<file path="src/design/hyp1f2_pkg.sv">
// Shared types, operation codes and constants for the 1F2 series evaluator.
package hyp1f2_pkg;

   typedef logic [63:0] dbl_type;

   // Operation codes of the shared floating-point unit.
   localparam logic [1:0] OP_ADD = 2'd0;
   localparam logic [1:0] OP_MUL = 2'd1;
   localparam logic [1:0] OP_DIV = 2'd2;

   // Configuration register indexes.
   localparam logic [2:0] CSR_A     = 3'd0;
   localparam logic [2:0] CSR_B1    = 3'd1;
   localparam logic [2:0] CSR_B2    = 3'd2;
   localparam logic [2:0] CSR_LIMIT = 3'd3;
   localparam logic [2:0] CSR_TOL   = 3'd4;

   localparam dbl_type ONE_BITS       = 64'h3FF0_0000_0000_0000;
   localparam dbl_type MINUS_ONE_BITS = 64'hBFF0_0000_0000_0000;
   localparam logic [10:0] LIMIT_MAX  = 11'd1024;

   typedef struct packed {
      logic       start;
      logic [1:0] op;
      dbl_type    a;
      dbl_type    b;
   } fpu_req_type;

   typedef struct packed {
      logic    done;
      dbl_type res;
   } fpu_rsp_type;

   typedef struct packed {
      dbl_type     a;
      dbl_type     b1;
      dbl_type     b2;
      logic [10:0] term_limit;
      dbl_type     tol;
   } cfg_type;

   // Exact conversion of a nonzero 10-bit count to a double.
   function automatic dbl_type int_to_dbl(input logic [9:0] n);
      logic [3:0]  pos;
      logic [51:0] frac;
      logic [10:0] ex;
      pos = '0;
      for (int i = 0; i < 10; i++) begin
         if (n[i]) pos = 4'(i);
      end
      frac = {42'b0, n} << (6'd52 - {2'b0, pos});
      ex   = 11'd1023 + {7'b0, pos};
      return {1'b0, ex, frac};
   endfunction

endpackage

</file>
<file path="src/design/hyp1f2_seq.sv">
// Sequencer that walks the series terms through the shared floating-point unit.
module hyp1f2_seq
   import hyp1f2_pkg::*;
(
   input  logic        clock,
   input  logic        reset,
   input  logic        start,
   output logic        busy,
   input  dbl_type     z_bits,
   input  cfg_type     cfg,
   output fpu_req_type fpu_req,
   input  fpu_rsp_type fpu_rsp,
   output logic        rsp_valid,
   output dbl_type     rsp_sum_bits,
   output logic [9:0]  rsp_terms_added,
   output logic        rsp_converged
);

   localparam logic [2:0] S_IDLE  = 3'd0;
   localparam logic [2:0] S_ISSUE = 3'd1;
   localparam logic [2:0] S_WAIT  = 3'd2;
   localparam logic [2:0] S_CHECK = 3'd3;
   localparam logic [2:0] S_OUT   = 3'd4;

   localparam logic [3:0] STEP_LAST = 4'd11;

   logic [2:0]  state_ff, state_in;
   logic [3:0]  step_ff, step_in;
   logic [9:0]  n_ff, n_in, added_ff, added_in;
   logic [10:0] limit_ff, limit_in;
   logic        conv_ff, conv_in;
   dbl_type     z_ff, z_in, t0_ff, t0_in, t1_ff, t1_in;
   dbl_type     num_ff, num_in, den_ff, den_in, term_ff, term_in, sum_ff, sum_in;

   dbl_type     nd;
   logic [10:0] lim_eff;
   logic        tol_hit;

   assign nd      = int_to_dbl(n_ff);
   assign lim_eff = (cfg.term_limit > LIMIT_MAX) ? LIMIT_MAX : cfg.term_limit;

   // A NaN on either side never stops the loop; a negative tolerance never does.
   assign tol_hit = !((term_ff[62:52] == 11'h7FF) && (term_ff[51:0] != '0)) &&
                    !((cfg.tol[62:52] == 11'h7FF) && (cfg.tol[51:0] != '0)) &&
                    !cfg.tol[63] && (term_ff[62:0] < cfg.tol[62:0]);

   // Operation list of one term.
   always_comb begin
      fpu_req.start = state_ff == S_ISSUE;
      fpu_req.op    = OP_ADD;
      fpu_req.a     = t0_ff;
      fpu_req.b     = MINUS_ONE_BITS;
      unique case (step_ff)
         4'd0:  begin fpu_req.a = cfg.a;   fpu_req.b = nd;             end
         4'd1:  begin fpu_req.a = t0_ff;   fpu_req.b = MINUS_ONE_BITS; end
         4'd2:  begin fpu_req.op = OP_MUL; fpu_req.a = t0_ff; fpu_req.b = z_ff; end
         4'd3:  begin fpu_req.a = cfg.b1;  fpu_req.b = nd;             end
         4'd4:  begin fpu_req.a = t0_ff;   fpu_req.b = MINUS_ONE_BITS; end
         4'd5:  begin fpu_req.a = cfg.b2;  fpu_req.b = nd;             end
         4'd6:  begin fpu_req.a = t1_ff;   fpu_req.b = MINUS_ONE_BITS; end
         4'd7:  begin fpu_req.op = OP_MUL; fpu_req.a = t0_ff; fpu_req.b = t1_ff; end
         4'd8:  begin fpu_req.op = OP_MUL; fpu_req.a = den_ff; fpu_req.b = nd; end
         4'd9:  begin fpu_req.op = OP_DIV; fpu_req.a = num_ff; fpu_req.b = den_ff; end
         4'd10: begin fpu_req.op = OP_MUL; fpu_req.a = term_ff; fpu_req.b = num_ff; end
         4'd11: begin fpu_req.a = sum_ff;  fpu_req.b = term_ff;        end
         default: begin fpu_req.a = '0;    fpu_req.b = '0;             end
      endcase
   end

   always_comb begin
      state_in = state_ff;
      step_in  = step_ff;
      n_in     = n_ff;
      added_in = added_ff;
      limit_in = limit_ff;
      conv_in  = conv_ff;
      z_in     = z_ff;
      t0_in    = t0_ff;
      t1_in    = t1_ff;
      num_in   = num_ff;
      den_in   = den_ff;
      term_in  = term_ff;
      sum_in   = sum_ff;
      unique case (state_ff)
         S_IDLE: begin
            if (start) begin
               z_in     = z_bits;
               term_in  = ONE_BITS;
               sum_in   = ONE_BITS;
               n_in     = 10'd1;
               step_in  = '0;
               added_in = '0;
               conv_in  = 1'b0;
               limit_in = lim_eff;
               state_in = (lim_eff <= 11'd1) ? S_OUT : S_ISSUE;
            end
         end
         S_ISSUE: state_in = S_WAIT;
         S_WAIT: begin
            if (fpu_rsp.done) begin
               unique case (step_ff)
                  4'd0, 4'd1, 4'd3, 4'd4: t0_in = fpu_rsp.res;
                  4'd5, 4'd6:             t1_in = fpu_rsp.res;
                  4'd2, 4'd9:             num_in = fpu_rsp.res;
                  4'd7, 4'd8:             den_in = fpu_rsp.res;
                  4'd10:                  term_in = fpu_rsp.res;
                  4'd11:                  sum_in = fpu_rsp.res;
                  default:                t0_in = t0_ff;
               endcase
               if (step_ff == STEP_LAST) begin
                  state_in = S_CHECK;
               end else begin
                  step_in  = step_ff + 4'd1;
                  state_in = S_ISSUE;
               end
            end
         end
         S_CHECK: begin
            added_in = added_ff + 10'd1;
            if (tol_hit) begin
               conv_in  = 1'b1;
               state_in = S_OUT;
            end else if (({1'b0, n_ff} + 11'd1) >= limit_ff) begin
               state_in = S_OUT;
            end else begin
               n_in     = n_ff + 10'd1;
               step_in  = '0;
               state_in = S_ISSUE;
            end
         end
         S_OUT: state_in = S_IDLE;
         default: state_in = S_IDLE;
      endcase
   end

   always_ff @(posedge clock) begin
      if (reset) begin
         state_ff <= S_IDLE;
      end else begin
         state_ff <= state_in;
      end
      step_ff  <= step_in;
      n_ff     <= n_in;
      added_ff <= added_in;
      limit_ff <= limit_in;
      conv_ff  <= conv_in;
      z_ff     <= z_in;
      t0_ff    <= t0_in;
      t1_ff    <= t1_in;
      num_ff   <= num_in;
      den_ff   <= den_in;
      term_ff  <= term_in;
      sum_ff   <= sum_in;
   end

   assign busy            = state_ff != S_IDLE;
   assign rsp_valid       = state_ff == S_OUT;
   assign rsp_sum_bits    = sum_ff;
   assign rsp_terms_added = added_ff;
   assign rsp_converged   = conv_ff;

endmodule

</file>
<file path="config.mk">
export PLATFORM = sky130hd
export DESIGN_NAME = hyp1f2_seq
export DESIGN_NICKNAME = d
export VERILOG_FILES = /design/src/design/hyp1f2_pkg.sv /design/src/design/hyp1f2_seq.sv
export SDC_FILE = /design/constraint.sdc
export NUM_CORES = 1
export LEC_CHECK = 0
export ABC_AREA = 1
export BUFFER_PORTS_ARGS = -buffer_cell sky130_fd_sc_hd__buf_2
export CELL_PAD_IN_SITES_DETAIL_PLACEMENT = 1
export CELL_PAD_IN_SITES_GLOBAL_PLACEMENT = 1
export CORE_MARGIN = 3
export CORE_UTILIZATION = 37
export CTS_BUF_LIST = sky130_fd_sc_hd__clkbuf_16
export DETAILED_ROUTE_END_ITERATION = 16
export PLACE_DENSITY = 0.77
export SYNTH_ARGS = -nofsm -noshare
export SYNTH_HDL_FRONTEND = slang
export SYNTH_SLANG_ARGS = --single-unit
</file>
<file path="constraint.sdc">
create_clock -name clock -period 4.56 [get_ports clock]
set_input_delay 0.456 -clock clock [delete_from_list [all_inputs] [get_ports clock]]
set_output_delay 0.456 -clock clock [all_outputs]
set_load 0.1 [all_outputs]
</file>
* Word level (Yosys, flattened, before mapping) *
Cells that the tools add are included.

operators by class
  add/subtract/negate cells = 6
  $lt $le $gt $ge = 4
  equality and inequality tests = 25
  shift operators = 1
  muxes and demuxes = 41
  reduce and logical (&&, ||, !) cells = 34

operators with widths
  cell                                                             number
  case mux 128 bit (11 select lines)                               1
  two-way mux 64 bit                                               5
  case mux 64 bit (2 select lines)                                 2
  nonzero test 52 bit                                              2
  less-than comparator 63 bit                                      1
  two-way mux 4 bit                                                13
  << shifter 10 x 6 -> 52 bit                                      1
  two-way mux 10 bit                                               4
  case mux 10 bit (2 select lines)                                 2
  equality test 11 bit, second input constant                      2
  adder 10 x 1 -> 10 bit, second input constant                    2
  equality test 4 x 3 -> 1 bit, second input constant              4
  equality test 4 bit, second input constant                       4
  two-way mux 3 bit                                                5
  AND reduction 3 bit                                              5
  inequality test 2 bit, second input constant                     7
  case mux 3 bit (4 select lines)                                  1
  case mux 4 bit (3 select lines)                                  1
  AND reduction 4 bit                                              3
  adder 10 x 1 -> 11 bit, second input constant                    1
  adder 10 x 4 -> 11 bit, first input constant                     1
  >= comparator 11 bit                                             1
  greater-than comparator 11 bit, second input constant            1
  less-or-equal comparator 11 x 1 -> 1 bit, second input constant  1
  23 further kinds                                                 41

word-level totals
  bits in registers = 487

* Longest topological paths before layout *
Gate-level depths: netlist (run 1).

  depth in word-level cells = 12
  mapped depth = 20
  mapped depth without buffers = 20

* Least setup slack after synthesis (run 1) *
Ideal clock, no wire load.

  kind = reg2reg
  start = register state_ff[2]
  end = register sum_ff[0], in the netlist rsp_sum_bits[0], enable pin
  library setup time = 0.507 ns
  arrival time = 4.674 ns
  data required time = 4.053 ns
  path slack = -0.621 ns
  stages on the path, launching flop included = 9
  buffers on the path = 0
  cells stage by stage = dfxtp_1 > nor3_1 > inv_1 > nor2_1 > inv_1 > o21ai_1 > inv_1 > o21ai_0 > a21oi_1

between the ends
  word-level cells in the longest chain between the ends = 3

RTL lines
  element                                                                              line               source
  start: declaration                                                                   hyp1f2_seq.sv:27   logic [2:0] state_ff, state_in;
  start signal: assignment                                                             hyp1f2_seq.sv:140  state_ff <= state_in;
  equality test 3 x 2 -> 1 bit / logical NOT 3 bit (equally long branches)             hyp1f2_seq.sv:84   unique case (state_ff)
  inequality test 2 bit (no source line) / nonzero test 2 bit (equally long branches)  n/a
  AND reduction 4 bit (no source line) (*)                                             n/a
  end signal: assignment                                                               hyp1f2_seq.sv:153  sum_ff <= sum_in;
  end: declaration                                                                     hyp1f2_seq.sv:33   dbl_type num_ff, num_in, den_ff, den_in, term_ff, term_in, sum_ff, sum_in;

Mark *: on every way between the ends. The rest lies on a longest branch, timed or not.
A chain may end at the register's enable or synchronous reset.

==> key figures, run 1 <==
Outcome
  • Status: complete, no violations

Yosys
  • Synth Area in Compound Gates: roughly 16%
  • EDFF count, synth: 484
  • Synth top cells by count: edfxtp_1, inv_1, nand2_1, nor2_1, a221oi_1
  • Largest area contributor in the netlist: edfxtp_1
  • Post-Syn Instances: approximately 2400
  • Synth area leaders: edfxtp_1, inv_1, a221oi_1
  • Syn avg cell area: just over 10 um2
  • Simple-Gate Fraction of Synth Area: about an eighth
  • Ys flop type: edfxtp_1
  • Post-Syn Area: between 20000 and 25000 um2
  • Post-synthesis register bit count: 487
  • Top-area cell type share of the netlist area: 58.4%
  • Synth warn: 0
  • Post-Synth XOR/XNOR Area: less than 1%
  • Count leader, synth: edfxtp_1
  • Syn nets: approximately 3000
  • Proportion of synthesized chip area in sequential cells: between 50% and 60%
  • Async set or reset register ratio after synthesis: 0%
  • Adder-Cell Fraction of Synth Area: approximately 4.1%
  • Synth cell types: 52
  • Mux cell area share after synthesis: 0%
  • Largest family of logic cells by synthesized area: compound AO/OA/AOI/OAI gates

Worst setup path
  • WP data required: 4.10 ns
  • Crit start category: flip-flop
  • CP endpoint kind: output port
  • WS Path Type: reg -> out
  • R2R setup slack: approximately 0.69 ns
  • CP max FO: 5
  • Arrival @ worst endpoint: about 3.7 ns

Routing
  • DR WL met2: between 50000 and 60000 um
  • Final wirelength: around 110000 um
  • Met3 wire len: 9140 um
  • Avg Vias per Cell: 5.72
  • Initial DRC Count: 2002
  • DR vias: 22900
  • M1 WL: roughly 42000 um
  • Top routing layer used: met5
  • # DRC: 0
  • Final ANT Viol Nets: 0
  • Pre-antenna DRT Iters: 6
  • WL/cell: between 20 and 30 um

Min path
  • HP Class: in -> reg

Layout
  • FILL cells: 7464
  • Fin util: slightly below 50%
  • Nets: around 3600
  • Final instance area: 31900 um2
  • Share of cells above drive strength 1: roughly a quarter
  • Area occupied by multi-input gates: around 8300 um2
  • Register area: approximately 15000 um2
  • Area Growth Syn to Fin: 28.4%

Clocking
  • CTS Buf Count: 55
  • CTS sink cnt: between 400 and 500
  • Reg clk slew, reported paths: 0.06 ns
  • CTS tree: done
  • H-tree Lvls: 2
  • Clock Latency Late Sink: between 0.6 and 0.7 ns
  • CTS max path bufs: 3
  • CTS root buf: clkbuf_16
  • Post_cts resized: 0

Place
  • Input/output buffers: between 600 and 700
  • Place WS: approximately 0.8 ns
  • Placed cell area: just under 30000 um2
  • DP Wirelength: approximately 80000 um
  • RePlAce Congestion: about 0.92

Global routing
  • Gr ovfl total: 0
  • Global-route wire length before repair: about 160000 um
  • Number of global-route vias before repair: between 20000 and 25000
  • Pin count of the biggest net entering global routing: between 90 and 100
  • Initial antenna violation count: 21
  • GRT Total Usage: a little under a third

STA
  • Max Slew Vio Count: 0
  • RSZ-0062 raised after global routing: no
  • Final setup violation count: 0
  • Final Hold Viols: 0
  • Setup TNS: 0 ns
  • Worst-Margin Slew: between 0.9 and 1 ns
  • Clock Skew: about 0.016 ns
  • Worst rel slew slack: 37.2%
  • Final worst slack: approximately 0.38 ns
  • Fin crit period: between 4 and 5 ns
  • Hold slack final: ~0.034 ns
  • Final Cycle Share: 91.7%
  • Fmax: 0.239 GHz

Die
  • # rows: between 90 and 100
  • Die width: roughly 270 um
  • Num ports: around 610
  • Starting Density: between 30 and 40%
  • Die Span Y: about 270 um
  • Die footprint: 70400 um2
  • Placeable Area: 66200 um2

Pwr
  • Pwr per Cell Area: about 840 nW/um2
  • Static leakage: about 14 nW
  • Max VDD drop: ~0.001 V

Flow run
  • Total of max-cap violations: 0
-- power breakdown --
group / internal, mW / total, mW / switching, mW
clock: 2.51 / 4.43 / 1.92
sequential: 5.82 / 6.34 / 0.518
combinational: 3.45 / 16.0 / 12.6
-- final timing paths --
path                              to               start  cells after the start
hold reg to reg   rsp_terms_added[0]  rsp_terms_added[0]                      1
setup reg to reg             n_ff[3]             n_ff[0]                     18
setup / recovery         fpu_req[52]          step_ff[0]                      9
hold / removal              z_ff[57]          z_bits[57]                      1
-- metrics by stage --
stage	instances	power (mW)
2_1_floorplan	2439	17.4
4_1_cts	3989	26.8
5_1_grt	3998	27.6
3_3_place_gp	3853	22.1
6_report	4003	26.8
3_5_place_dp	3853	22.3
-- final cells by class --
| type | instances | share of cell area [%] |
|---|---|---|
| antenna | 14 | 0.110 |
| sequential | 487 | 45.7 |
| timing repair buffer | 689 | 14.3 |
| multi-input combinational | 1407 | 25.9 |
| clock buffer | 56 | 4.39 |
| clock inverter | 48 | 1.14 |
| tap | 864 | 3.38 |
| inverter | 438 | 5.17 |
-- metal layers --
metal / vias to the layer above / global-route usage (%)
met2: 1216 / 55.0
li1: 9997 / -
met5: - / 0
met1: 11421 / 36.4
met3: 250 / 6.14
met4: 16 / 10.8
-- what timing repair did --
| action | CTS | global route |
|---|---|---|
| hold buffers | 32 | 0 |
| hold endpoints to repair | 32 | 0 |
| setup buffers | 0 | 0 |
-- registers in the layout, summed over array words and instances (netlist names) --
register         flops
den_ff              64
num_ff              64
rsp_sum_bits        64
t0_ff               64
t1_ff               64
term_ff             64
z_ff                64
limit_ff            11
n_ff                10
rsp_terms_added     10
step_ff              4
state_ff             3
rsp_converged        1
-- critical path, cell delays in order (launching register included) --
cell,delay [ns]
edfxtp_1,0.45
ha_1,0.24
inv_1,0.17
o21ai_1,0.12
buf_4,0.17
nor2_1,0.16
inv_1,0.18
a2111oi_0,0.77
o21ai_0,0.43
buf_2,0.42
-- cells by family (layout without fill, tap and decap cells) --
logic type,after synthesis,count (layout)
buffers and inverters,545,1231
adder cells (fa/ha/maj),82,82
flip-flops,487,487
AO/OA/AOI/OAI,562,562
other,0,14
AND/OR/NAND/NOR,759,759
XOR/XNOR,4,4
-- cell usage in the layout, fill, tap and decap left out, types with 13 or more instances in the layout --
cell type      synthesis  final
ha_1                  82     82
o211ai_1              78     78
diode_2                0     14
nor3_1                19     19
a221oi_1             171    171
a21oi_1               62     58
o22ai_1               36     36
buf_2                 57    558
a211oi_1              13     13
a22o_1                16     16
o21ai_0              150    149
nor2_1               207    200
buf_12                 0     56
clkbuf_16              0     56
buf_4                  2     43
clkinv_1               4     18
nand3_1               82     82
nor2_4                 5     13
edfxtp_1             484    484
dlygate4sd3_1          0     32
inv_1                419    429
nand2_1              387    386
clkinv_2               0     14
nand4_1               21     21
Note: power is estimated with default switching activity, not from simulation.
==> run 2: changes to the inputs <==
- ABC_AREA: 1 -> unset
- CORE_UTILIZATION: 37 -> 38
==> key figures, run 2 <==
Yosys
  • Ys flop type: edfxtp_1 (unchanged)
  • Synth area leaders: edfxtp_1, a22oi_1, ha_1 (was edfxtp_1, inv_1, a221oi_1)
  • Syn avg cell area: 12.9 um2 (was 10.2 um2)
  • Syn nets: 2305 (was 2920)
  • Post-synthesis register bit count: 487 (unchanged)
  • Count leader, synth: edfxtp_1 (unchanged)
  • Post-Syn Instances: 1824 (was 2439)
  • Synth top cells by count: edfxtp_1, a22oi_1, nand2_1, inv_1, nand4_1 (was edfxtp_1, inv_1, nand2_1, nor2_1, a221oi_1)
  • Synth cell types: 69 (was 52)
  • Proportion of synthesized chip area in sequential cells: 62.2% (was 58.7%)
  • Largest area contributor in the netlist: edfxtp_1 (unchanged)
  • Synth warn: 0 (unchanged)
  • Async set or reset register ratio after synthesis: 0% (unchanged)
  • Post-Syn Area: 23500 um2 (was 24900 um2)
  • EDFF count, synth: 484 (unchanged)
  • Top-area cell type share of the netlist area: 61.9% (was 58.4%)

Clocking
  • CTS Buf Count: 53 (was 55)
  • CTS root buf: clkbuf_16 (unchanged)
  • CTS tree: done (unchanged)
  • Clock Latency Late Sink: 0.60 ns (was 0.62 ns)
  • H-tree Lvls: 2 (unchanged)
  • Reg clk slew, reported paths: 0.07 ns (was 0.06 ns)
  • CTS sink cnt: 487 (unchanged)
  • CTS max path bufs: 3 (unchanged)

Min path
  • HP Class: in -> reg (unchanged)
  • Hold Path Depth: 1 (unchanged)

Place
  • Input/output buffers: 606 (unchanged)
  • DP Wirelength: 76000 um (was 79100 um)
  • RePlAce Congestion: 0.990 (was 0.919)
  • Placed cell area: 27500 um2 (was 29800 um2)

Routing
  • Initial DRC Count: 2758 (was 2002)
  • WL/cell: 32.8 um (was 27.8 um)
  • Avg Vias per Cell: 6.38 (was 5.72)
  • # DRC: 0 (unchanged)
  • Final wirelength: 107000 um (was 111000 um)
  • Final ANT Viol Nets: 0 (unchanged)
  • DR vias: 20915 (was 22900)
  • Pre-antenna DRT Iters: 9 (was 6)

Worst setup path
  • R2R setup slack: 0.73 ns (was 0.69 ns)
  • Register-to-Register Path Depth: 11 (was 18)
  • CP endpoint kind: output port (unchanged)
  • Reg2reg end: n_ff[5] (was n_ff[3])
  • WP data required: 4.10 ns (about the same)
  • CP max FO: 10 (was 5)
  • Arrival @ worst endpoint: 3.86 ns (was 3.73 ns)
  • Worst r2r src: n_ff[0] (unchanged)
  • Crit start category: flip-flop (unchanged)
  • WS Path Type: reg -> out (unchanged)
  • Crit path from: n_ff[6] (was step_ff[0])
  • Crit path to: fpu_req[37] (was fpu_req[52])

Global routing
  • GRT Total Usage: 32.0% (was 30.6%)
  • Initial antenna violation count: 48 (was 21)
  • Number of global-route vias before repair: 21652 (was 24756)
  • Pin count of the biggest net entering global routing: 58 (was 93)
  • Global-route wire length before repair: 150000 um (was 160000 um)
  • Gr ovfl total: 0 (unchanged)

Die
  • Num ports: 607 (unchanged)
  • Die width: 255 um (was 265 um)
  • Starting Density: 38.7% (was 37.6%)
  • Placeable Area: 60700 um2 (was 66200 um2)
  • Die Span Y: 255 um (was 265 um)
  • # rows: 90 (was 94)
  • Die footprint: 64800 um2 (was 70400 um2)

Layout
  • Share of cells above drive strength 1: 31.0% (was 25.4%)
  • Nets: 2895 (was 3559)
  • Fin util: 48.5% (was 48.2%)
  • Most common cell after layout, fill and taps aside: buf_2 (unchanged)
  • Area Growth Syn to Fin: 25.4% (was 28.4%)
  • Most frequent cells in the layout: buf_2, edfxtp_1, a22oi_1 (was buf_2, edfxtp_1, inv_1)
  • Final instance area: 29500 um2 (was 31900 um2)

Pwr
  • Clock power share: 26.6% (was 16.5%)
  • Combinational power share: 40.2% (was 59.8%)
  • Flop pwr share: 33.3% (was 23.7%)
  • Max VDD drop: 0.000371 V (was 0.000972 V)
  • Switching Share: 45.7% (was 56.0%)
  • Static leakage: 11.5 nW (was 13.6 nW)
  • Int Power: 9.20 mW (was 11.8 mW)
  • P_sw: 7.75 mW (was 15.0 mW)
  • Pwr per Cell Area: 576 nW/um2 (was 839 nW/um2)

Outcome
  • Status: complete, no violations (unchanged)

STA
  • RSZ-0062 raised after global routing: no (unchanged)
  • Fin crit period: 4.32 ns (was 4.18 ns)
  • Fmax: 0.231 GHz (was 0.239 GHz)
  • Max Slew Vio Count: 0 (unchanged)
  • Worst-Margin Slew: 1.09 ns (was 0.942 ns)
  • Worst rel slew slack: 26.5% (was 37.2%)
  • Final setup violation count: 0 (unchanged)
  • Clock Skew: 0.0250 ns (was 0.0155 ns)
  • Final Hold Viols: 0 (unchanged)
  • Setup TNS: 0 ns (unchanged)
  • Final Cycle Share: 94.7% (was 91.7%)

Flow run
  • Total of max-cap violations: 0 (unchanged)
==> run 2: cell types whose count changed after synthesis, moves of 75 or more <==
cell	before	now
a22oi_1	0	188
nor2_1	207	52
o21ai_0	150	27
nand2_1	387	151
and2_1	1	76
a221oi_1	171	75
inv_1	419	88
==> run 2: layout make-up <==
class                           count  area, um2
Clock inverter                     44        453
Fill cell                        6405      31200
Tap cell                          782        978
Timing Repair Buffer              657       3560
Multi-Input combinational cell   1126       8100
Clock buffer                       53       1330
Inverter                           89        340
Sequential cell                   487      14600
Antenna cell                       39       97.6
==> run 2: what timing repair did <==
action                                  4_1_cts  5_1_grt
buffers inserted                              0        0
hold buffers                                 10        0
hold endpoints to repair                     10        0
endpoints found under the setup margin        0        4
gates resized for setup                       0        4
==> run 2: per-stage QoR <==
stage                     power [mW]  hold slack, ns  setup slack, ns  instances
final                           17.0          0.0337            0.240       3277
after global routing            17.4          0.0108           0.0622       3268
after CTS                       16.9         0.00269           0.0592       3238
after detailed placement        12.4           0.568            0.721       3131
after global placement          12.4           0.568            0.796       3131
after floorplan                 10.7           0.526           0.0720       1824
==> run 2: layer usage <==
layer / track usage [%] / wire length (um) / up-vias
li1: - / - / 8618
met1: 39.2 / 39100 / 10454
met2: 52.7 / 51400 / 1500
met3: 7.28 / 11200 / 317
met4: 17.2 / 5630 / 26
met5: 0 / 172 / -
==> run 2: kinds of logic after synthesis <==
kind of cell	Yosys count	share of synthesized area [%]
buffers and inverters	211	3.78
adders and majority gates	82	4.37
DFF	487	62.2
muxes	14	0.757
xor gates and xnor gates	17	0.666
and+or+nand+nor	512	11.4
AOI/OAI and AO/OA	501	16.9
==> run 2: worst min path at each step <==
stage / start / to / slack [ns]
2_1_floorplan: state_ff[0] / state_ff[1] / 0.53
3_3_place_gp: state_ff[0] / state_ff[1] / 0.57
4_1_cts: z_bits[5] / z_ff[5] / 0.003
6_report: z_bits[36] / z_ff[36] / 0.03
3_5_place_dp: state_ff[0] / state_ff[1] / 0.57
5_1_grt: z_bits[26] / z_ff[26] / 0.01
==> run 2: worst max-delay path, stage by stage, from the launching register on <==
cell      delay [ns]
edfxtp_1        0.55
nand2b_1        0.26
a31oi_4         0.35
inv_1           0.14
ha_2            0.24
o21ai_0         0.28
and2_1          0.23
nand2_1         0.19
o211ai_1        0.48
buf_2           0.54
==> run 2: power by group through the flow <==
| stage | registers [mW] | clock network (mW) | logic (mW) |
|---|---|---|---|
| 2_1_floorplan | 6.15 | 0 | 4.54 |
| 3_3_place_gp | 5.70 | 0 | 6.66 |
| 3_5_place_dp | 5.71 | 0 | 6.74 |
| 4_1_cts | 5.62 | 4.54 | 6.77 |
| 5_1_grt | 5.65 | 4.72 | 7.04 |
| 6_report | 5.64 | 4.51 | 6.81 |
