## src/design/hyp1f2_pkg.sv

```systemverilog
// Shared types, operation codes and constants for the 1F2 series evaluator.
package hyp1f2_pkg;

   typedef logic [63:0] dbl_type;

   // Operation codes of the shared floating-point unit.
   localparam logic [1:0] OP_ADD = 2'd0;
   localparam logic [1:0] OP_MUL = 2'd1;
   localparam logic [1:0] OP_DIV = 2'd2;

   // Configuration register indexes.
   localparam logic [2:0] CSR_A     = 3'd0;
   localparam logic [2:0] CSR_B1    = 3'd1;
   localparam logic [2:0] CSR_B2    = 3'd2;
   localparam logic [2:0] CSR_LIMIT = 3'd3;
   localparam logic [2:0] CSR_TOL   = 3'd4;

   localparam dbl_type ONE_BITS       = 64'h3FF0_0000_0000_0000;
   localparam dbl_type MINUS_ONE_BITS = 64'hBFF0_0000_0000_0000;
   localparam logic [10:0] LIMIT_MAX  = 11'd1024;

   typedef struct packed {
      logic       start;
      logic [1:0] op;
      dbl_type    a;
      dbl_type    b;
   } fpu_req_type;

   typedef struct packed {
      logic    done;
      dbl_type res;
   } fpu_rsp_type;

   typedef struct packed {
      dbl_type     a;
      dbl_type     b1;
      dbl_type     b2;
      logic [10:0] term_limit;
      dbl_type     tol;
   } cfg_type;

   // Exact conversion of a nonzero 10-bit count to a double.
   function automatic dbl_type int_to_dbl(input logic [9:0] n);
      logic [3:0]  pos;
      logic [51:0] frac;
      logic [10:0] ex;
      pos = '0;
      for (int i = 0; i < 10; i++) begin
         if (n[i]) pos = 4'(i);
      end
      frac = {42'b0, n} << (6'd52 - {2'b0, pos});
      ex   = 11'd1023 + {7'b0, pos};
      return {1'b0, ex, frac};
   endfunction

endpackage

```

## src/design/hyp1f2_fpu.sv

```systemverilog
// Shared multi-cycle double-precision add, multiply and divide unit.
module hyp1f2_fpu
   import hyp1f2_pkg::*;
(
   input  logic        clock,
   input  logic        reset,
   input  fpu_req_type req,
   output fpu_rsp_type rsp
);

   localparam logic [2:0] F_IDLE  = 3'd0;
   localparam logic [2:0] F_PRE   = 3'd1;
   localparam logic [2:0] F_ALIGN = 3'd2;
   localparam logic [2:0] F_MUL   = 3'd3;
   localparam logic [2:0] F_DIV   = 3'd4;
   localparam logic [2:0] F_NORM  = 3'd5;
   localparam logic [2:0] F_ROUND = 3'd6;

   localparam dbl_type NAN_INVALID = 64'hFFF8_0000_0000_0000;
   localparam dbl_type NAN_ZERO_DIV = 64'h7FF8_0000_0000_0000;

   logic [2:0]         state_ff, state_in;
   logic [1:0]         op_ff, op_in;
   logic               sa_ff, sa_in, sb_ff, sb_in;
   logic signed [13:0] ea_ff, ea_in, eb_ff, eb_in, e_ff, e_in;
   logic [52:0]        ma_ff, ma_in, mb_ff, mb_in;
   logic [57:0]        m_ff, m_in;
   logic               sticky_ff, sticky_in, sign_ff, sign_in;
   logic [105:0]       acc_ff, acc_in;
   logic [53:0]        rem_ff, rem_in;
   logic [4:0]         cnt_ff, cnt_in;
   dbl_type            res_ff, res_in;
   logic               done_ff, done_in;

   function automatic logic is_nan(input dbl_type x);
      return (x[62:52] == 11'h7FF) && (x[51:0] != '0);
   endfunction

   function automatic logic is_inf(input dbl_type x);
      return (x[62:52] == 11'h7FF) && (x[51:0] == '0);
   endfunction

   function automatic logic is_zero(input dbl_type x);
      return x[62:0] == '0;
   endfunction

   function automatic dbl_type quiet(input dbl_type x);
      return x | 64'h0008_0000_0000_0000;
   endfunction

   // One restoring division step: {quotient bit, shifted remainder}.
   function automatic logic [54:0] div_step(input logic [53:0] r, input logic [52:0] d);
      logic        ge;
      logic [53:0] r1;
      ge = r >= {1'b0, d};
      r1 = ge ? (r - {1'b0, d}) : r;
      return {ge, r1[52:0], 1'b0};
   endfunction

   // Special operand handling
   logic    spec;
   dbl_type spec_val;
   logic    sx;

   always_comb begin
      spec     = 1'b1;
      spec_val = '0;
      sx       = req.a[63] ^ req.b[63];
      unique case (req.op)
         OP_ADD: begin
            if (is_nan(req.a)) spec_val = quiet(req.a);
            else if (is_nan(req.b)) spec_val = quiet(req.b);
            else if (is_inf(req.a) && is_inf(req.b))
               spec_val = (req.a[63] == req.b[63]) ? req.a : NAN_INVALID;
            else if (is_inf(req.a)) spec_val = req.a;
            else if (is_inf(req.b)) spec_val = req.b;
            else if (is_zero(req.a) && is_zero(req.b))
               spec_val = {req.a[63] & req.b[63], 63'b0};
            else if (is_zero(req.a)) spec_val = req.b;
            else if (is_zero(req.b)) spec_val = req.a;
            else spec = 1'b0;
         end
         OP_MUL: begin
            if (is_nan(req.a)) spec_val = quiet(req.a);
            else if (is_nan(req.b)) spec_val = quiet(req.b);
            else if ((is_inf(req.a) && is_zero(req.b)) || (is_zero(req.a) && is_inf(req.b)))
               spec_val = NAN_INVALID;
            else if (is_inf(req.a) || is_inf(req.b)) spec_val = {sx, 11'h7FF, 52'b0};
            else if (is_zero(req.a) || is_zero(req.b)) spec_val = {sx, 63'b0};
            else spec = 1'b0;
         end
         OP_DIV: begin
            if (is_nan(req.a)) spec_val = quiet(req.a);
            else if (is_zero(req.b))
               spec_val = is_zero(req.a) ? NAN_ZERO_DIV : {sx, 11'h7FF, 52'b0};
            else if (is_nan(req.b)) spec_val = quiet(req.b);
            else if (is_inf(req.a) && is_inf(req.b)) spec_val = NAN_INVALID;
            else if (is_inf(req.a)) spec_val = {sx, 11'h7FF, 52'b0};
            else if (is_inf(req.b) || is_zero(req.a)) spec_val = {sx, 63'b0};
            else spec = 1'b0;
         end
         default: spec_val = NAN_INVALID;
      endcase
   end

   // Alignment and add/subtract
   logic               a_big, sl;
   logic signed [13:0] el, es, dexp;
   logic [52:0]        ml, ms;
   logic [57:0]        big_ext, sm_ext, sm_sh, add_res;
   logic               sh_st;

   always_comb begin
      a_big   = (ea_ff > eb_ff) || ((ea_ff == eb_ff) && (ma_ff >= mb_ff));
      el      = a_big ? ea_ff : eb_ff;
      es      = a_big ? eb_ff : ea_ff;
      ml      = a_big ? ma_ff : mb_ff;
      ms      = a_big ? mb_ff : ma_ff;
      sl      = a_big ? sa_ff : sb_ff;
      dexp    = el - es;
      big_ext = {1'b0, ml, 4'b0};
      sm_ext  = {1'b0, ms, 4'b0};
      if (dexp > 14'sd60) begin
         sm_sh = '0;
         sh_st = 1'b1;
      end else begin
         sm_sh = sm_ext >> dexp[5:0];
         sh_st = |(sm_ext & ~({58{1'b1}} << dexp[5:0]));
      end
      if (sa_ff == sb_ff) add_res = big_ext + sm_sh;
      else add_res = big_ext - sm_sh - {57'b0, sh_st};
   end

   // Partial product of the 27x27 multiplier
   logic [26:0]  px, py;
   logic [53:0]  prod;
   logic [105:0] pext;

   always_comb begin
      unique case (cnt_ff[1:0])
         2'd0: begin px = ma_ff[26:0];        py = mb_ff[26:0];        end
         2'd1: begin px = ma_ff[26:0];        py = {1'b0, mb_ff[52:27]}; end
         2'd2: begin px = {1'b0, ma_ff[52:27]}; py = mb_ff[26:0];        end
         default: begin px = {1'b0, ma_ff[52:27]}; py = {1'b0, mb_ff[52:27]}; end
      endcase
      prod = px * py;
      unique case (cnt_ff[1:0])
         2'd0:    pext = {52'b0, prod};
         2'd1:    pext = {52'b0, prod} << 27;
         2'd2:    pext = {52'b0, prod} << 27;
         default: pext = {52'b0, prod} << 54;
      endcase
   end

   // Two division steps per cycle
   logic [54:0] ds1, ds2;

   always_comb begin
      ds1 = div_step(rem_ff, mb_ff);
      ds2 = div_step(ds1[53:0], mb_ff);
   end

   // Rounding to nearest even
   logic [52:0]        frac53, mant;
   logic               g, rest, up;
   logic [53:0]        s54;
   logic signed [13:0] er;

   always_comb begin
      frac53 = m_ff[56:4];
      g      = m_ff[3];
      rest   = (|m_ff[2:0]) | sticky_ff;
      up     = g & (rest | frac53[0]);
      s54    = {1'b0, frac53} + {53'b0, up};
      if (s54[53]) begin
         mant = s54[53:1];
         er   = e_ff + 14'sd1;
      end else begin
         mant = s54[52:0];
         er   = e_ff;
      end
   end

   logic [105:0] acc_sum;
   assign acc_sum = acc_ff + pext;

   always_comb begin
      state_in  = state_ff;
      op_in     = op_ff;
      sa_in     = sa_ff;
      sb_in     = sb_ff;
      ea_in     = ea_ff;
      eb_in     = eb_ff;
      ma_in     = ma_ff;
      mb_in     = mb_ff;
      e_in      = e_ff;
      m_in      = m_ff;
      sticky_in = sticky_ff;
      sign_in   = sign_ff;
      acc_in    = acc_ff;
      rem_in    = rem_ff;
      cnt_in    = cnt_ff;
      res_in    = res_ff;
      done_in   = 1'b0;
      unique case (state_ff)
         F_IDLE: begin
            if (req.start) begin
               if (spec) begin
                  res_in  = spec_val;
                  done_in = 1'b1;
               end else begin
                  op_in    = req.op;
                  sa_in    = req.a[63];
                  sb_in    = req.b[63];
                  ea_in    = (req.a[62:52] == '0) ? 14'sd1 : signed'({3'b0, req.a[62:52]});
                  eb_in    = (req.b[62:52] == '0) ? 14'sd1 : signed'({3'b0, req.b[62:52]});
                  ma_in    = {req.a[62:52] != '0, req.a[51:0]};
                  mb_in    = {req.b[62:52] != '0, req.b[51:0]};
                  state_in = F_PRE;
               end
            end
         end
         F_PRE: begin
            // Subnormal operands are brought to a leading one, one bit a cycle.
            if (!ma_ff[52]) begin
               ma_in = ma_ff << 1;
               ea_in = ea_ff - 14'sd1;
            end
            if (!mb_ff[52]) begin
               mb_in = mb_ff << 1;
               eb_in = eb_ff - 14'sd1;
            end
            if (ma_ff[52] && mb_ff[52]) begin
               cnt_in    = '0;
               sticky_in = 1'b0;
               sign_in   = sa_ff ^ sb_ff;
               unique case (op_ff)
                  OP_MUL: begin
                     acc_in   = '0;
                     e_in     = ea_ff + eb_ff - 14'sd1023;
                     state_in = F_MUL;
                  end
                  OP_DIV: begin
                     rem_in   = {1'b0, ma_ff};
                     m_in     = '0;
                     e_in     = ea_ff - eb_ff + 14'sd1022;
                     state_in = F_DIV;
                  end
                  default: state_in = F_ALIGN;
               endcase
            end
         end
         F_ALIGN: begin
            m_in      = add_res;
            sticky_in = sh_st;
            sign_in   = sl;
            e_in      = el;
            state_in  = F_NORM;
         end
         F_MUL: begin
            acc_in = acc_sum;
            cnt_in = cnt_ff + 5'd1;
            if (cnt_ff == 5'd3) begin
               m_in      = acc_sum[105:48];
               sticky_in = |acc_sum[47:0];
               state_in  = F_NORM;
            end
         end
         F_DIV: begin
            rem_in = ds2[53:0];
            m_in   = {m_ff[55:0], ds1[54], ds2[54]};
            cnt_in = cnt_ff + 5'd1;
            if (cnt_ff == 5'd28) begin
               sticky_in = ds2[53:0] != '0;
               state_in  = F_NORM;
            end
         end
         F_NORM: begin
            if (m_ff[57]) begin
               m_in      = m_ff >> 1;
               sticky_in = sticky_ff | m_ff[0];
               e_in      = e_ff + 14'sd1;
            end else if ((m_ff == '0) && !sticky_ff) begin
               // Exact cancellation gives positive zero.
               res_in   = '0;
               done_in  = 1'b1;
               state_in = F_IDLE;
            end else if (e_ff < -14'sd62) begin
               m_in      = '0;
               sticky_in = 1'b1;
               e_in      = 14'sd1;
            end else if (e_ff < 14'sd1) begin
               m_in      = m_ff >> 1;
               sticky_in = sticky_ff | m_ff[0];
               e_in      = e_ff + 14'sd1;
            end else if (!m_ff[56] && (m_ff != '0) && (e_ff > 14'sd1)) begin
               m_in = m_ff << 1;
               e_in = e_ff - 14'sd1;
            end else begin
               state_in = F_ROUND;
            end
         end
         F_ROUND: begin
            if (er >= 14'sd2047) res_in = {sign_ff, 11'h7FF, 52'b0};
            else res_in = {sign_ff, mant[52] ? er[10:0] : 11'd0, mant[51:0]};
            done_in  = 1'b1;
            state_in = F_IDLE;
         end
         default: state_in = F_IDLE;
      endcase
   end

   always_ff @(posedge clock) begin
      if (reset) begin
         state_ff <= F_IDLE;
         done_ff  <= 1'b0;
      end else begin
         state_ff <= state_in;
         done_ff  <= done_in;
      end
      op_ff     <= op_in;
      sa_ff     <= sa_in;
      sb_ff     <= sb_in;
      ea_ff     <= ea_in;
      eb_ff     <= eb_in;
      ma_ff     <= ma_in;
      mb_ff     <= mb_in;
      e_ff      <= e_in;
      m_ff      <= m_in;
      sticky_ff <= sticky_in;
      sign_ff   <= sign_in;
      acc_ff    <= acc_in;
      rem_ff    <= rem_in;
      cnt_ff    <= cnt_in;
      res_ff    <= res_in;
   end

   assign rsp.done = done_ff;
   assign rsp.res  = res_ff;

endmodule

```

## config.mk

```make
export PLATFORM = sky130hd
export DESIGN_NAME = hyp1f2_fpu
export DESIGN_NICKNAME = d
export VERILOG_FILES = /design/src/design/hyp1f2_pkg.sv /design/src/design/hyp1f2_fpu.sv
export SDC_FILE = /design/constraint.sdc
export NUM_CORES = 2
export LEC_CHECK = 0
export ABC_CLOCK_PERIOD_IN_PS = 16830
export BUFFER_PORTS_ARGS = -buffer_cell sky130_fd_sc_hd__buf_4
export CAP_MARGIN = 5
export CORE_AREA = 2 2 337 673
export DETAILED_ROUTE_END_ITERATION = 7
export DIE_AREA = 0 0 339 675
export GPL_TIMING_DRIVEN = 0
export HOLD_SLACK_MARGIN = 0.02
export PLACE_DENSITY = 0.52
export SYNTH_ARGS = -nofsm -noshare
export SYNTH_HDL_FRONTEND = slang
export SYNTH_SLANG_ARGS = --single-unit
```

## constraint.sdc

```tcl
create_clock -name clock -period 16.83 [get_ports clock]
set_clock_uncertainty 0.15 [all_clocks]
set_input_delay 5.049 -clock clock [delete_from_list [all_inputs] [get_ports clock]]
set_output_delay 5.049 -clock clock [all_outputs]
set_load 0.005 [all_outputs]
```

# ---- Yosys cells after proc, flatten, opt, wreduce, memory -nomap -nowiden
# Index checks and enable logic that the tools add are counted.
dict set report classes {
  n_addsub 17
  mul 1
  order_cmp 9
  n_eq_ne 38
  n_shift 2
  mux 134
  n_bitwise 10
  n_reduce_logical 65
}
# cell n
set op_table {}
lappend op_table {{64-bit 2-to-1 mux} 25}
lappend op_table {{53-bit 2-to-1 mux} 11}
lappend op_table {{58-bit 2-to-1 mux} 10}
lappend op_table {{106-bit one-hot mux with 2 select lines} 2}
lappend op_table {{64-bit one-hot mux with 3 select lines} 2}
lappend op_table {{58-bit one-hot mux with 5 select lines} 1}
lappend op_table {{106-bit 2-to-1 mux} 2}
lappend op_table {{53-bit one-hot mux with 2 select lines} 2}
lappend op_table {{14-bit 2-to-1 mux} 15}
lappend op_table {{63-bit logical NOT} 2}
lappend op_table {{54-bit by 53-bit greater-or-equal comparator with 1-bit output} 2}
lappend op_table {{54-bit 2-to-1 mux} 2}
lappend op_table {{54-bit one-hot mux with 2 select lines} 1}
lappend op_table {{106-bit adder} 1}
lappend op_table {{53-bit subtractor} 2}
lappend op_table {{52-bit logical NOT} 2}
lappend op_table {{52-bit nonzero test} 2}
lappend op_table {{14-bit one-hot mux with 2 select lines} 3}
lappend op_table {{63-bit 2-to-1 mux} 1}
lappend op_table {{57-bit by 58-bit adder with 58-bit output} 1}
lappend op_table {{57-bit by 58-bit AND with 58-bit output} 1}
lappend op_table {{58-bit logical NOT} 1}
lappend op_table {{58-bit inverter} 1}
lappend op_table {{58-bit nonzero test} 1}
lappend op_table {{71 further kinds} 183}
dict set report totals {
  ff_bits 445
  input_bits 133
  output_inout_bits 65
  wordCells 296
}

# ---- Depth between registers and ports, before layout
dict set report depth {
  ltp_word 13
  ltp_mapped 60
  depth_no_buf 56
}

# ---- Worst setup path before layout
# No wires, ideal clock.
dict set report synth_timing {
  kind {reg2reg}
  startpoint {reg cnt_ff[1]}
  endpoint {reg m_ff[52], data pin}
  setup_ns 0.259
  arrival_ns 12.566
  required_time_ns 16.421
  setup_slack_ns 3.855
  stages_incl_launch_ff 53
  path_buffers 3
  period_less_slack_ns 12.975
  path_cell_list {edfxtp_1 -> inv_1 -> ha_1 -> clkbuf_1 -> nor2_1 -> clkbuf_1 -> mux2_2 -> buf_1 -> nand2_1 -> fa_1 -> inv_1 -> fa_1 -> inv_1 -> fa_1 -> fa_1 -> inv_1 -> fa_1 -> fa_1 -> [... 17 more ...] -> a221o_1 -> a21o_1 -> a21oi_1 -> xnor2_1 -> a22o_1 -> ha_1 -> nand2_1 -> or3_1 -> a2111oi_0 -> o21ai_0 -> o211ai_1 -> nand2_1 -> o21ai_0 -> o2111ai_1 -> and2_1 -> mux2i_1 -> or3_1 -> a211o_1}
}
dict set report synth_between {
  elab_chain_cells 8
  word_cells_on_any_way 13
  cone_classes {add/sub: 1; mul: 1; eq/ne: 2; mux: 5; reduce/logical: 4}
}
# element line
set synth_rtl {}
lappend synth_rtl {{start, declared} hyp1f2_fpu.sv:31} ;# logic [4:0] cnt_ff, cnt_in;
lappend synth_rtl {{start signal, assigned} hyp1f2_fpu.sv:334} ;# cnt_ff <= cnt_in;
lappend synth_rtl {{2-bit by 1-bit == test with 1-bit output, or another cell as far along} {hyp1f2_fpu.sv:140, hyp1f2_fpu.sv:147}}
lappend synth_rtl {{2-bit OR reduction (no source line)} n/a}
lappend synth_rtl {{27-bit 2-to-1 mux} hyp1f2_fpu.sv:140} ;# unique case (cnt_ff[1:0])
lappend synth_rtl {{27-bit by 27-bit multiplier with 54-bit output} hyp1f2_fpu.sv:146} ;# prod = px * py;
lappend synth_rtl {{106-bit one-hot mux with 2 select lines *} hyp1f2_fpu.sv:147} ;# unique case (cnt_ff[1:0])
lappend synth_rtl {{106-bit adder *} hyp1f2_fpu.sv:185} ;# assign acc_sum = acc_ff + pext;
lappend synth_rtl {{58-bit 2-to-1 mux *} hyp1f2_fpu.sv:263} ;# if (cnt_ff == 5'd3) begin
lappend synth_rtl {{58-bit one-hot mux with 5 select lines *} hyp1f2_fpu.sv:205} ;# unique case (state_ff)
lappend synth_rtl {{named net m_in[52]} hyp1f2_fpu.sv:27} ;# logic [57:0] m_ff, m_in;
lappend synth_rtl {{end signal, assigned} hyp1f2_fpu.sv:329} ;# m_ff <= m_in;
lappend synth_rtl {{end, declared} hyp1f2_fpu.sv:27}
# The timed path passes the listed nets; every way through them passes the cells marked *. The select of a mux whose other input is x is not followed.
# A chain may end at the register's enable or synchronous reset.

# ---- Worst setup path in the final report
dict set report layout_timing {
  startpoint {reg cnt_ff[1]}
  endpoint {reg sticky_ff, data pin}
}
dict set report layout_between {
  elab_chain_cells 9
  word_cells_on_any_way 14
  cone_classes {add/sub: 1; mul: 1; eq/ne: 2; mux: 5; reduce/logical: 5}
}
# element line
set layout_rtl {}
lappend layout_rtl {{2-bit by 1-bit == test with 1-bit output, or another cell as far along} {hyp1f2_fpu.sv:140, hyp1f2_fpu.sv:147}}
lappend layout_rtl {{2-bit OR reduction (no source line)} n/a}
lappend layout_rtl {{27-bit 2-to-1 mux} hyp1f2_fpu.sv:140}
lappend layout_rtl {{27-bit by 27-bit multiplier with 54-bit output} hyp1f2_fpu.sv:146}
lappend layout_rtl {{106-bit one-hot mux with 2 select lines *} hyp1f2_fpu.sv:147}
lappend layout_rtl {{106-bit adder *} hyp1f2_fpu.sv:185}
lappend layout_rtl {{48-bit OR reduction *} hyp1f2_fpu.sv:265} ;# sticky_in = |acc_sum[47:0];
lappend layout_rtl {{1-bit 2-to-1 mux *} hyp1f2_fpu.sv:263}
lappend layout_rtl {{1-bit one-hot mux with 5 select lines *} hyp1f2_fpu.sv:205}
lappend layout_rtl {{named net sticky_in} hyp1f2_fpu.sv:28} ;# logic sticky_ff, sticky_in, sign_ff, sign_in;
lappend layout_rtl {{end signal, assigned} hyp1f2_fpu.sv:330} ;# sticky_ff <= sticky_in;
lappend layout_rtl {{end, declared} hyp1f2_fpu.sv:28}
# Marked as above.

==> summary by stage <==
STA
For this run, the top clock speed supported by timing is 60.6 MHz. Headroom to the max-slew limit came out at -0.0378. Dividing the final minimum period by the clock period gives 0.980.

The slew at the pin closest to its max-slew limit is 1.55 ns. The final-report max-slew violation count came to 7. The number of hold violations in the final report is 0. Setup violations remaining at the end of the flow were counted as 0. The worst path needs 16.50 ns of the cycle, external delays included.

Final layout
In the layout the commonest cells are nand2_1, inv_1, nor2_1. Leaving out fill and tap cells, the most frequent cell in the layout is nand2_1. The growth of design area from synthesis to finish is 11.2%. The final layout contains 11,500 nets. The fraction of final layout cells with drive strength greater than 1 is 0.0628.

The post-route non-filler standard cell count is 13,100. After filler insertion, the fill cell instance count of the layout stands at 23,600.

Status
The checks that failed: capacitance limit, slew limit. The flow ran to the end, but the final reports show violations.

GRT
The total congestion overflow is 0. Entering global routing, the biggest net connects 51 pins. The via count of the first global-routing pass came to 76,300. The global routing usage summed across all routing layers is 0.347.

The wire length of the first global-routing pass is 571 mm. The initial antenna violation count is 36.

Route
After detailed routing, the number of vias per cell comes to 6.02. Summed over all layers, the routed wires come to 408 mm. The violation count after the first detailed-route iteration is 9,426. The DRC violation count after routing is 0. In the final routed layout, each cell accounts on average for 31.1 um. The via count of the routed design is 78,800. The number of nets still failing antenna checks after routing is 0.

The count of TritonRoute iterations in the first routing pass is 6.

Logic synthesis
Of all flip-flops after synthesis, the portion carrying an async set or reset was 0. The net count after synthesis is 11,200. Of the post-synthesis cell area, the dominant cell type holds 0.170. The total of warnings raised by yosys is 0. In the synthesized netlist, the number of instances is 9,736. Sorting the synthesized cells by area gives the leading types as edfxtp_1, fa_1, ha_1, nand2_1, inv_1. The mean post-synth cell area is 8.01 um2. The number of synthesized flops with an enable pin is 441. After synthesis the cells add up to 0.0780 mm2. The count of cell types in the netlist is 99.

The biggest area contributor in the post-synthesis netlist is edfxtp_1. The post-synthesis sequential element count is 445. The share of the Yosys chip area taken by registers is 0.171. For this run, the leading register cell type out of synthesis is edfxtp_1.

Floorplan
The die is 675 um tall. The number of core rows is 246. For this configuration, the core starts out at a cell density of 0.348. The die width is 339 um. During I/O placement, the number of pins put on the boundary was 198.

The die covers 0.229 mm2. After floorplanning, the core was sized to cover 0.224 mm2.

Worst hold path
For hold timing, the worst endpoint is res_ff[63]. The instance count along the most critical hold path is 1. The min-delay analysis places its worst path in the category flip-flop to flip-flop. The hold path startpoint is sign_ff.

Placement
The placed instance count is 13,000. The weighted congestion at the end of routability-driven global placement is 1.09. Input and output buffers added on the ports amount to 197. The half-perimeter wire length of the detailed placement result is 335 mm.

Clocking
The cts-stage hold buffer count is 0. The clock tree from TritonCTS is built. The worst-case clock buffer depth is 3. The cell chosen for the clock root is clkbuf_16.

Counting the buffers created by CTS gives 54. The CTS clock-pin slew for the worst setup and hold paths is 0.07 ns. The number of clock sinks seen by CTS is 445. Clock latency on the worst-skew pair, taken at its later pin, is 0.76 ns. The H-tree level count is 2.

Worst setup path
By instance count, the cell type seen most on the critical path is fa_1. The maximum fanout encountered on the critical timing path is 11. The terminus of the critical flop-to-flop path is sticky_ff.

For this run, the slowest stage of the critical path takes 0.91 ns. The library cell contributing the largest single delay on the critical path is nor4_2. The length in cells of the worst reg-to-reg path is 50. At the worst endpoint, the required time is 17.04 ns. The origin of the critical flop-to-flop path is cnt_ff[1]. The start-to-end type of the worst setup path is flip-flop to flip-flop. STA classifies the critical path startpoint as a flip-flop. For flop-to-flop paths, the worst setup slack is 0.33 ns. STA classifies the critical path endpoint as a flip-flop. STA puts the critical path data arrival time at 16.71 ns.

Flow run
The tool flagged a number of max-cap violations equal to 2.
## cell usage after synthesis (all sizes together) (31+ instances only)
library cell and instances:
o31ai 85, fa 633, buf 76, xnor2 278, o21bai 99, a21o 270, edfxtp 441, nor3 187
nor2b 75, inv 1093, a22oi 37, nand4 104, nand2 1264, a211oi 75, nand2b 111, xor2 155
clkbuf 470, or3 53, o21a 40, o22ai 52, ha 698, nor2 762, nand3 198, a211o 31
nor4 99, a21oi 671, o211ai 65, a221oi 62, o21ai 576, a31oi 84, mux2 67, a221o 40
and2 123, and3 77, mux2i 222
## sequential cells by signal (all words and copies together) (netlist names), 2 cells and up
register,cells
acc_ff,106
res_ff,64
m_ff,58
rem_ff,54
ma_ff,53
mb_ff,53
e_ff,14
ea_ff,14
eb_ff,14
cnt_ff,5
state_ff,3
op_ff,2
## cell families after synthesis
logic type               share of synthesized area
AO/OA/AOI/OAI                                0.199
AND/OR/NAND/NOR                              0.184
XOR/XNOR                                    0.0486
multiplexers                                0.0434
adder cells (fa/ha/maj)                      0.275
buffers and inverters                       0.0795
flip-flops                                   0.171
## per-stage QoR
step	setup TNS, ns	worst slack, ns	util	area, um2	hold slack (ns)
after floorplan	0	3.86	-	78000	0.385
after global placement	-139.38	-3.52	0.372	83200	0.462
after detailed placement	-104.62	-2.39	0.377	84300	0.445
after CTS	0	0.0434	0.386	86400	0.468
after global routing	-0.0125	-0.0125	0.387	86700	0.500
final	0	0.330	0.387	86700	0.483
## timing repair
action | 4_1_cts | 5_1_grt
gates resized for setup | 52 | 52
cloned | 0 | 1
pin swaps | 0 | 1
endpoints found under the setup margin | 98 | 33
buffers inserted | 0 | 1
## final cells by class
class,count,area [um2],area share
inverters,1095,4110,0.0474
diodes,18,45.0,0.000520
plain buffers,542,2120,0.0244
flip-flops and latches,445,13300,0.154
clock inverters,44,553,0.00638
well taps,2976,3720,0.0430
clock buffers,57,1360,0.0157
multi-input cells,7651,59000,0.681
repair buffers,269,2430,0.0280
## critical path: cells and delay by family (launching register included)
kind | cells | cell delay [ns]
flops | 1 | 0.55
fa+ha+maj | 10 | 4.56
buf+inv | 11 | 2.02
simple gates | 9 | 2.95
compound gates | 18 | 4.82
xor+xnor | 2 | 1.06
## how the worst max path moves through the flow
stage               slack, ns         to  depth (start not counted)  startpoint
global route            -0.01   m_ff[57]                         57   cnt_ff[1]
finish                   0.33  sticky_ff                         50   cnt_ff[1]
detailed placement      -2.39   m_ff[56]                         52   cnt_ff[1]
global placement        -3.52  sticky_ff                         49   cnt_ff[1]
floorplan                3.86   m_ff[52]                         52   cnt_ff[1]
CTS                      0.04   m_ff[56]                         52   cnt_ff[1]
## routing by layer
layer / track usage / wire length (um)
met1: 0.412 / 152000
met5: 0.00234 / 118
met2: 0.529 / 175000
met4: 0.294 / 42700
met3: 0.0809 / 38400
Power is left out: the tool's default activity adds up to more than one toggle a clock period on the data nets, which glitch-free logic cannot reach.
